`config.mk`:
```
export PLATFORM = sky130hd
export DESIGN_NAME = ring_node_direction_router
export DESIGN_NICKNAME = d
export VERILOG_FILES = /design/src/sv/rndr_pkg.sv /design/src/sv/ring_node_direction_router.sv
export VERILOG_INCLUDE_DIRS = /design/src /design/src/sv
export SDC_FILE = /design/constraint.sdc
export NUM_CORES = 1
export LEC_CHECK = 0
export ABC_AREA = 0
export ABC_CLOCK_PERIOD_IN_PS = 2900
export BUFFER_PORTS_ARGS = -buffer_cell sky130_fd_sc_hd__buf_2
export CAP_MARGIN = 20
export CORE_UTILIZATION = 40
export CTS_BUF_LIST = sky130_fd_sc_hd__clkbuf_2
export DETAILED_ROUTE_END_ITERATION = 12
export PLACE_DENSITY = 0.64
export SYNTH_ARGS = -nofsm -noshare
export SYNTH_HDL_FRONTEND = slang
export SYNTH_SLANG_ARGS = --single-unit
export TNS_END_PERCENT = 50
```
`constraint.sdc`:
```
create_clock -name clk -period 2.9 [get_ports clk]
set_input_delay 0.29 -clock clk [delete_from_list [all_inputs] [get_ports clk]]
set_output_delay 0.29 -clock clk [all_outputs]
set_load 0.005 [all_outputs]
```
`src/sv/ring_node_direction_router_assert.svh`:
```
// assertion macros for the ring node router
// used by ring_node_direction_router.sv, no other dependencies
`ifndef RING_NODE_DIRECTION_ROUTER_ASSERT_SVH
`define RING_NODE_DIRECTION_ROUTER_ASSERT_SVH

// same-cycle implication
`define RNDR_ASSERT_NOW(label, clk, rst_n, ante, cons, msg) \
	label: assert property (@(posedge clk) disable iff (!rst_n) (ante) |-> (cons)) \
		else $error(msg);

// next-cycle implication
`define RNDR_ASSERT_NEXT(label, clk, rst_n, ante, cons, msg) \
	label: assert property (@(posedge clk) disable iff (!rst_n) (ante) |=> (cons)) \
		else $error(msg);

`endif

```
`src/sv/rndr_pkg.sv`:
```
// constants and codes for the ring node router
// no dependencies
package rndr_pkg;

	localparam int MAX_NODES = 16;
	localparam int IDX_W = (MAX_NODES > 1) ? $clog2(MAX_NODES) : 1;
	localparam int CNT_W = $clog2(MAX_NODES + 1);

	typedef logic [7:0] node_id_t;
	typedef logic [15:0] hop_t;
	typedef logic [IDX_W-1:0] tbl_idx_t;
	typedef logic [CNT_W-1:0] tbl_cnt_t;

	localparam logic [1:0] OP_NORMAL = 2'd0;
	localparam logic [1:0] OP_DISCOVERY = 2'd1;
	localparam logic [1:0] OP_START = 2'd2;

	localparam logic [1:0] PORT_APP = 2'd0;
	localparam logic [1:0] PORT_GATE0 = 2'd1;

	localparam logic [1:0] ACT_ABSORB = 2'd0;
	localparam logic [1:0] ACT_DELIVER = 2'd1;
	localparam logic [1:0] ACT_CW = 2'd2;
	localparam logic [1:0] ACT_CCW = 2'd3;

	localparam logic KIND_NORMAL = 1'b0;
	localparam logic KIND_DISCOVERY = 1'b1;

	localparam hop_t HOP_MAX = 16'hffff;

endpackage

```
`src/sv/ring_node_direction_router.sv`:
```
// ring node router: packet event decode, learned node table and direction search
// depends on rndr_pkg and ring_node_direction_router_assert.svh
//
// Usage:
// in channel (in_valid/in_ready) takes one packet event per request: opcode,
// arrival_port, destination, hop_count. out channel (out_valid/out_ready)
// gives one routing decision per request; an unused opcode gives none.
// cfg channel (cfg_valid/cfg_ready) writes own_node_id; write it only while idle.
// A request that needs no table search passes the decode state and the emit
// step into the output register; a search from the application walks the
// learned table one entry per cycle out of a memory with registered read
// data and stops at the first match or at the last filled entry.
// A new request is taken only once the current one has left the emit step.
// The result sits in an output register, so the next request is taken while
// a result waits for out_ready; a stalled receiver holds the next result in
// the emit step and then stops new requests.
// Reset clears own_node_id, the table fill count and the ring-known flag;
// table contents are never cleared, only filled entries are read.
`include "ring_node_direction_router_assert.svh"

module ring_node_direction_router (
	input  logic                 clk,
	input  logic                 arst_n,
	input  logic                 cfg_valid,
	output logic                 cfg_ready,
	input  logic [7:0]           cfg_data,
	input  logic                 in_valid,
	output logic                 in_ready,
	input  logic [1:0]           opcode,
	input  logic [1:0]           arrival_port,
	input  logic [7:0]           destination,
	input  logic [15:0]          hop_count,
	output logic                 out_valid,
	input  logic                 out_ready,
	output logic [1:0]           action,
	output logic                 packet_kind,
	output logic [7:0]           out_destination,
	output logic [15:0]          out_hop_count
);

	localparam logic [1:0] ST_IDLE = 2'd0;
	localparam logic [1:0] ST_DECODE = 2'd1;
	localparam logic [1:0] ST_SEARCH = 2'd2;
	localparam logic [1:0] ST_EMIT = 2'd3;

	localparam rndr_pkg::tbl_idx_t LAST_IDX = rndr_pkg::IDX_W'(rndr_pkg::MAX_NODES - 1);
	localparam rndr_pkg::tbl_cnt_t FULL_CNT = rndr_pkg::CNT_W'(rndr_pkg::MAX_NODES);

	logic [1:0] state_q;
	rndr_pkg::node_id_t own_id_q;
	rndr_pkg::tbl_cnt_t count_q;
	rndr_pkg::tbl_idx_t head_q;
	logic ring_known_q;

	logic [1:0] op_q;
	logic [1:0] port_q;
	rndr_pkg::node_id_t dest_q;
	rndr_pkg::hop_t hops_q;

	logic [1:0] res_action_q;
	logic res_kind_q;
	rndr_pkg::node_id_t res_dest_q;
	rndr_pkg::hop_t res_hops_q;

	rndr_pkg::tbl_idx_t rd_ptr_q;
	rndr_pkg::tbl_cnt_t issue_cnt_q;
	logic rd_vld_s1;
	rndr_pkg::tbl_cnt_t cmp_idx_s1;

	logic out_valid_q;
	logic [1:0] out_action_q;
	logic out_kind_q;
	rndr_pkg::node_id_t out_dest_q;
	rndr_pkg::hop_t out_hops_q;

	// learned table, physical ring buffer, newest entry at head
	rndr_pkg::node_id_t tbl_mem [rndr_pkg::MAX_NODES];
	rndr_pkg::node_id_t rd_data_s1;
	logic tbl_we;
	rndr_pkg::tbl_idx_t tbl_waddr;
	logic tbl_re;

	rndr_pkg::tbl_idx_t head_dec;
	rndr_pkg::tbl_idx_t rd_ptr_inc;
	rndr_pkg::hop_t hops_inc;
	rndr_pkg::tbl_cnt_t half_cnt;
	rndr_pkg::tbl_cnt_t last_cnt;
	logic out_free;

	assign cfg_ready = 1'b1;
	assign in_ready = (state_q == ST_IDLE);
	assign out_valid = out_valid_q;
	assign action = out_action_q;
	assign packet_kind = out_kind_q;
	assign out_destination = out_dest_q;
	assign out_hop_count = out_hops_q;

	assign head_dec = (head_q == '0) ? LAST_IDX : head_q - 1'b1;
	assign rd_ptr_inc = (rd_ptr_q == LAST_IDX) ? '0 : rd_ptr_q + 1'b1;
	assign hops_inc = (hops_q == rndr_pkg::HOP_MAX) ? hops_q : hops_q + 1'b1;
	assign half_cnt = count_q >> 1;
	assign last_cnt = count_q - 1'b1;
	assign out_free = !out_valid_q || out_ready;

	assign tbl_we = (state_q == ST_DECODE) && (op_q == rndr_pkg::OP_DISCOVERY)
		&& (dest_q != own_id_q) && (count_q != FULL_CNT);
	assign tbl_waddr = head_dec;
	assign tbl_re = (state_q == ST_SEARCH) && (issue_cnt_q < count_q);

	always_ff @(posedge clk) begin
		if (tbl_we) begin
			tbl_mem[tbl_waddr] <= dest_q;
		end
		if (tbl_re) begin
			rd_data_s1 <= tbl_mem[rd_ptr_q];
		end
	end

	always_ff @(posedge clk) begin
		if (in_valid && in_ready) begin
			op_q <= opcode;
			port_q <= arrival_port;
			dest_q <= destination;
			hops_q <= hop_count;
		end
		if (tbl_re) begin
			cmp_idx_s1 <= issue_cnt_q;
		end
	end

	always_ff @(posedge clk or negedge arst_n) begin
		if (!arst_n) begin
			state_q <= ST_IDLE;
			own_id_q <= '0;
			count_q <= '0;
			head_q <= '0;
			ring_known_q <= 1'b0;
			res_action_q <= rndr_pkg::ACT_ABSORB;
			res_kind_q <= rndr_pkg::KIND_NORMAL;
			res_dest_q <= '0;
			res_hops_q <= '0;
			rd_ptr_q <= '0;
			issue_cnt_q <= '0;
			rd_vld_s1 <= 1'b0;
			out_valid_q <= 1'b0;
			out_action_q <= rndr_pkg::ACT_ABSORB;
			out_kind_q <= rndr_pkg::KIND_NORMAL;
			out_dest_q <= '0;
			out_hops_q <= '0;
		end else begin
			if (cfg_valid && cfg_ready) begin
				own_id_q <= cfg_data;
			end
			if (out_valid_q && out_ready) begin
				out_valid_q <= 1'b0;
			end
			rd_vld_s1 <= tbl_re;
			if (tbl_re) begin
				rd_ptr_q <= rd_ptr_inc;
				issue_cnt_q <= issue_cnt_q + 1'b1;
			end
			if (tbl_we) begin
				head_q <= head_dec;
				count_q <= count_q + 1'b1;
			end

			case (state_q)
				ST_IDLE: begin
					if (in_valid) begin
						state_q <= ST_DECODE;
					end
				end
				ST_DECODE: begin
					state_q <= ST_EMIT;
					res_kind_q <= rndr_pkg::KIND_NORMAL;
					res_dest_q <= dest_q;
					res_hops_q <= hops_q;
					case (op_q)
						rndr_pkg::OP_START: begin
							res_action_q <= rndr_pkg::ACT_CW;
							res_kind_q <= rndr_pkg::KIND_DISCOVERY;
							res_dest_q <= own_id_q;
							res_hops_q <= '0;
						end
						rndr_pkg::OP_DISCOVERY: begin
							if (dest_q != own_id_q) begin
								res_action_q <= rndr_pkg::ACT_CW;
								res_kind_q <= rndr_pkg::KIND_DISCOVERY;
							end else begin
								ring_known_q <= 1'b1;
								res_action_q <= rndr_pkg::ACT_ABSORB;
								res_dest_q <= '0;
								res_hops_q <= '0;
							end
						end
						rndr_pkg::OP_NORMAL: begin
							if (dest_q == own_id_q) begin
								res_action_q <= rndr_pkg::ACT_DELIVER;
							end else begin
								res_hops_q <= hops_inc;
								if (port_q == rndr_pkg::PORT_APP) begin
									res_action_q <= rndr_pkg::ACT_CW;
									if (ring_known_q && (count_q != '0)) begin
										state_q <= ST_SEARCH;
										rd_ptr_q <= head_q;
										issue_cnt_q <= '0;
									end
								end else if (port_q == rndr_pkg::PORT_GATE0) begin
									res_action_q <= rndr_pkg::ACT_CCW;
								end else begin
									res_action_q <= rndr_pkg::ACT_CW;
								end
							end
						end
						default: begin
							state_q <= ST_IDLE;
						end
					endcase
				end
				ST_SEARCH: begin
					if (rd_vld_s1) begin
						if (rd_data_s1 == dest_q) begin
							res_action_q <= (cmp_idx_s1 < half_cnt) ?
								rndr_pkg::ACT_CW : rndr_pkg::ACT_CCW;
							state_q <= ST_EMIT;
						end else if (cmp_idx_s1 == last_cnt) begin
							res_action_q <= rndr_pkg::ACT_CW;
							state_q <= ST_EMIT;
						end
					end
				end
				ST_EMIT: begin
					if (out_free) begin
						out_valid_q <= 1'b1;
						out_action_q <= res_action_q;
						out_kind_q <= res_kind_q;
						out_dest_q <= res_dest_q;
						out_hops_q <= res_hops_q;
						state_q <= ST_IDLE;
					end
				end
				default: begin
					state_q <= ST_IDLE;
				end
			endcase
		end
	end

	`RNDR_ASSERT_NOW(a_count_bound, clk, arst_n, 1'b1, count_q <= FULL_CNT,
		"table count beyond capacity")
	`RNDR_ASSERT_NOW(a_read_in_search, clk, arst_n, rd_vld_s1,
		(state_q == ST_SEARCH) || (state_q == ST_EMIT), "table read data outside search")
	`RNDR_ASSERT_NEXT(a_accept_decode, clk, arst_n, in_valid && in_ready,
		state_q == ST_DECODE, "accepted request not decoded")
	`RNDR_ASSERT_NEXT(a_ring_known_sticky, clk, arst_n, ring_known_q, ring_known_q,
		"ring known flag dropped")
	`RNDR_ASSERT_NOW(a_issue_bound, clk, arst_n, state_q == ST_SEARCH,
		issue_cnt_q <= count_q, "search walked past table fill")

endmodule

```
==> metrics.md <==
| Metric | Value |
|---|---|
| Yosys Warn Count | `0` |
| Min Tclk post-route | `2590 ps` |
| CP Max Fanout | `25` |
| TritonCTS clock tree | `built` |
| Switching Share | `0.346` |
| Post-DP HPWL | `16.1 mm` |
| GRT busiest layer | `met2` |
| Proportion of layout cells with a drive suffix above 1 | `0.290` |
| R2R Path Start | `count_q[0]$_DFFE_PN0P_` |
| Critical Path Start Type | `register` |
| Setup violators final | `0` |
| Initial antenna violation count | `1` |
| P_int | `~7.2 mW` |
| Setup crit end | `tbl_mem[3][2]$_DFFE_PP_` |
| Grt ovf | `0` |
| Sequential Power Share | `0.469` |
| Clock sink count | `254` |
| Max-Cap Viols | `0` |
| H-tree Lvls | `2` |
| Clock root cell | `clkbuf_2` |
| CTS Hold Bufs | `49` |
| Starting DRC count in detailed routing | `565` |
| Setup TNS | `0 ps` |
| Pre-antenna DRT Iters | `4` |
| Setup crit end kind | `register` |
| Worst setup path startpoint | `count_q[0]$_DFFE_PN0P_` |
| Cts bufs inserted | `61` |
| Avg Synthesized Cell Area | `roughly 15 sq um` |
| Fillcell total | `2308` |
| RSZ-0062 raised after global routing | `no` |
| Distinct cells, synth | `66` |
| Worst slack at placement | `281 ps` |
| FF+latch count, synth | `254` |
| Fin util | `0.478` |
| Cell Area, Synth | `11000 sq um` |
| Ys flop type | `edfxtp_1` |
| DR vias/cell | `5.30` |
| # DRC | `0` |
| Met1 GRT Util | `0.271` |
| Syn Inst Count | `719` |
| Clk_lat worst skew | `880 ps` |
| Final wirelength | `24.7 mm` |
| Most frequent cells in the layout | `edfxtp_1 (169), clkbuf_2 (93), dfrtp_1 (84)` |
| Outcome | `finished, final reports clean` |
| Flop-to-flop setup slack | `310 ps` |
| Critical path data arrival time | `about 3100 ps` |
| First-pass GRT wire length | `39.6 mm` |
| Final Skew | `between 60 and 70 ps` |
| Hold WC Path Type | `primary input to register` |
| IO Count | `71` |
| Clock power frac | `0.204` |
| Grt met3 use | `0.0333` |
| Mean routed wirelength per cell | `about 19 um` |
| Die Ht | `168 um` |
| Syn-to-layout area delta | `17.2%` |
| Routing usage on met2 | `0.278` |
| Worst reg2reg endpoint | `tbl_mem[3][2]$_DFFE_PP_` |
| Least-Margin Pin Slew | `842 ps` |
| Slew margin rel. | `0.435` |
| Largest net degree at the start of global routing | `45` |
| Maximum clock rate | `386 MHz` |
| Final total power | `11.1 mW` |
| Asr flop ratio synth | `0.335` |
| Final slew viol count | `0` |
| Vias in the first global route | `6951` |
| Nets | `between 900 and 1000` |
| PortBufs | `69` |
| Syn_nets | `a little under 800` |
| CP Data Required Time | `roughly 3400 ps` |
| Peak VDD IR | `between 0.4 and 0.5 mV` |
| GRT Total Usage | `0.184` |
| Chip Width | `168 um` |
| Switch Pwr | `3.83 mW` |
| Combinational share of power | `0.327` |
| Period utilization | `0.894` |
| Pleak | `4.97 nW` |
| Seq/Total Area, Yosys | `0.656` |
| Min setup slack post-route | `309 ps` |
| CP Class | `register to register` |
| Hold Vio Cnt, Final | `0` |
| DIE AREA | `28100 sq um` |
| Gp weighted congestion | `0.806` |
| Worst Reg-to-Reg Cells | `7` |
| Clock transition at path regs | `roughly 100 ps` |
| Initial Util | `0.407` |
| Vias | `just under 7000` |
| Most common cell after layout, fill and taps aside | `edfxtp_1` |
| Setup bufs post-CTS | `0` |
| Row count | `60` |
| Cts repair resizes | `0` |
| Core box area | `27000 sq um` |
| Antenna-violating nets left | `0` |
| Post-synth EDFFs | `169` |
| Cell Pwr Density | `859 nW/um^2` |
| Clock Tree Buf Depth | `3` |
==> synth_stat cells (3+ instances only) <==
library cell / instances / share of area
edfxtp_1: 169 / 0.46
dfrtp_1: 85 / 0.19
nor2_1: 41 / 0.014
mux4_2: 40 / 0.082
mux2_2: 32 / 0.033
nand2_1: 26 / 0.0089
ha_1: 25 / 0.028
inv_1: 25 / 0.0085
clkbuf_1: 24 / 0.0082
xnor2_1: 21 / 0.017
o21ai_0: 17 / 0.0077
a21oi_1: 15 / 0.0068
nand3_1: 15 / 0.0068
xor2_1: 15 / 0.012
and3_1: 13 / 0.0074
a221oi_1: 11 / 0.0088
nand2b_1: 10 / 0.0057
a31oi_1: 9 / 0.0051
nand4_1: 8 / 0.0046
nor2b_1: 8 / 0.0046
buf_2: 7 / 0.0032
a21o_1: 6 / 0.0041
and2_1: 6 / 0.0034
mux2i_1: 6 / 0.0055
nor3_1: 6 / 0.0027
nor4_1: 6 / 0.0034
o21ai_1: 6 / 0.0027
a211oi_1: 5 / 0.0034
o211ai_1: 5 / 0.0034
or3_1: 5 / 0.0028
o221ai_1: 4 / 0.0032
o31ai_1: 4 / 0.0027
a221o_1: 3 / 0.0027
and4_1: 3 / 0.0024
o2bb2ai_1: 3 / 0.0024
==> state kept, by name, summed over array words and instances (netlist names), 2 cells and up, named ones only <==
name,flops
tbl_mem,128
hops_q,16
out_hop_count,16
res_hops_q,16
dest_q,8
out_destination,8
own_id_q,8
rd_data_s1,8
res_dest_q,8
cmp_idx_s1,5
count_q,5
issue_cnt_q,5
head_q,4
rd_ptr_q,4
action,2
op_q,2
port_q,2
res_action_q,2
==> power by group through the flow <==
stage / Sequential [mW] / Combinational [mW] / Clock, mW
after global routing: 5.28 / 3.99 / 2.52
after CTS: 5.19 / 3.66 / 2.34
final: 5.19 / 3.62 / 2.26
after detailed placement: 5.26 / 3.59 / 0
after floorplan: 5.13 / 2.45 / 0
after global placement: 5.26 / 3.55 / 0
==> kinds of logic after synthesis <==
group	count (synthesis)	share of synthesized area
other	1	0.000341
flip-flops	254	0.656
XOR/XNOR	36	0.0287
AND/OR/NAND/NOR	163	0.0800
AO/OA/AOI/OAI	101	0.0637
multiplexers	78	0.120
buffers and inverters	61	0.0227
adder cells (fa/ha/maj)	25	0.0285
==> through the flow <==
step / cells / area, sq um / hold WS (ps)
finish: 1281 / 12900 / 124
global route: 1281 / 12900 / 46.6
CTS: 1280 / 12900 / 34.7
detailed placement: 1119 / 11800 / 359
global placement: 1119 / 11800 / 358
floorplan: 719 / 11000 / -5.59
==> metal layers <==
metal  vias up  part of all wire
met2       236              0.45
li1       3138                 -
met5         -                 0
met4         0             0.018
met1      3369              0.47
met3        43             0.059
==> layout make-up <==
class / count / area, sq um / share of cell area
Clock inverter: 19 / 77.6 / 0.00603
Inverter: 26 / 97.6 / 0.00758
Antenna cell: 1 / 2.50 / 0.000194
Sequential cell: 254 / 7200 / 0.560
Clock buffer: 93 / 465 / 0.0362
Multi-Input combinational cell: 404 / 3530 / 0.274
Tap cell: 341 / 427 / 0.0331
Timing Repair Buffer: 143 / 1070 / 0.0830
==> critical path: stages, from the launching register on <==
cell and delay, ps:
dfrtp_1 460, inv_1 100, ha_1 220, nor3b_1 150, a211o_1 300, a21oi_1 210, buf_4 330, and3_1 500
==> how the worst min path moves through the flow <==
stage	start	end	slack [ps]	cells after the start
global placement	arst_n	out_valid$_DFF_PN0_	360	1
floorplan	arst_n	async pin	-6	0
detailed placement	arst_n	action[0]$_DFFE_PN0P_	360	1
CTS	hop_count[13]	hops_q[13]$_DFFE_PP_	30	2
global route	hop_count[12]	hops_q[12]$_DFFE_PP_	50	2
finish	hop_count[13]	hops_q[13]$_DFFE_PP_	120	2
Power figures use the tool's default switching activity.
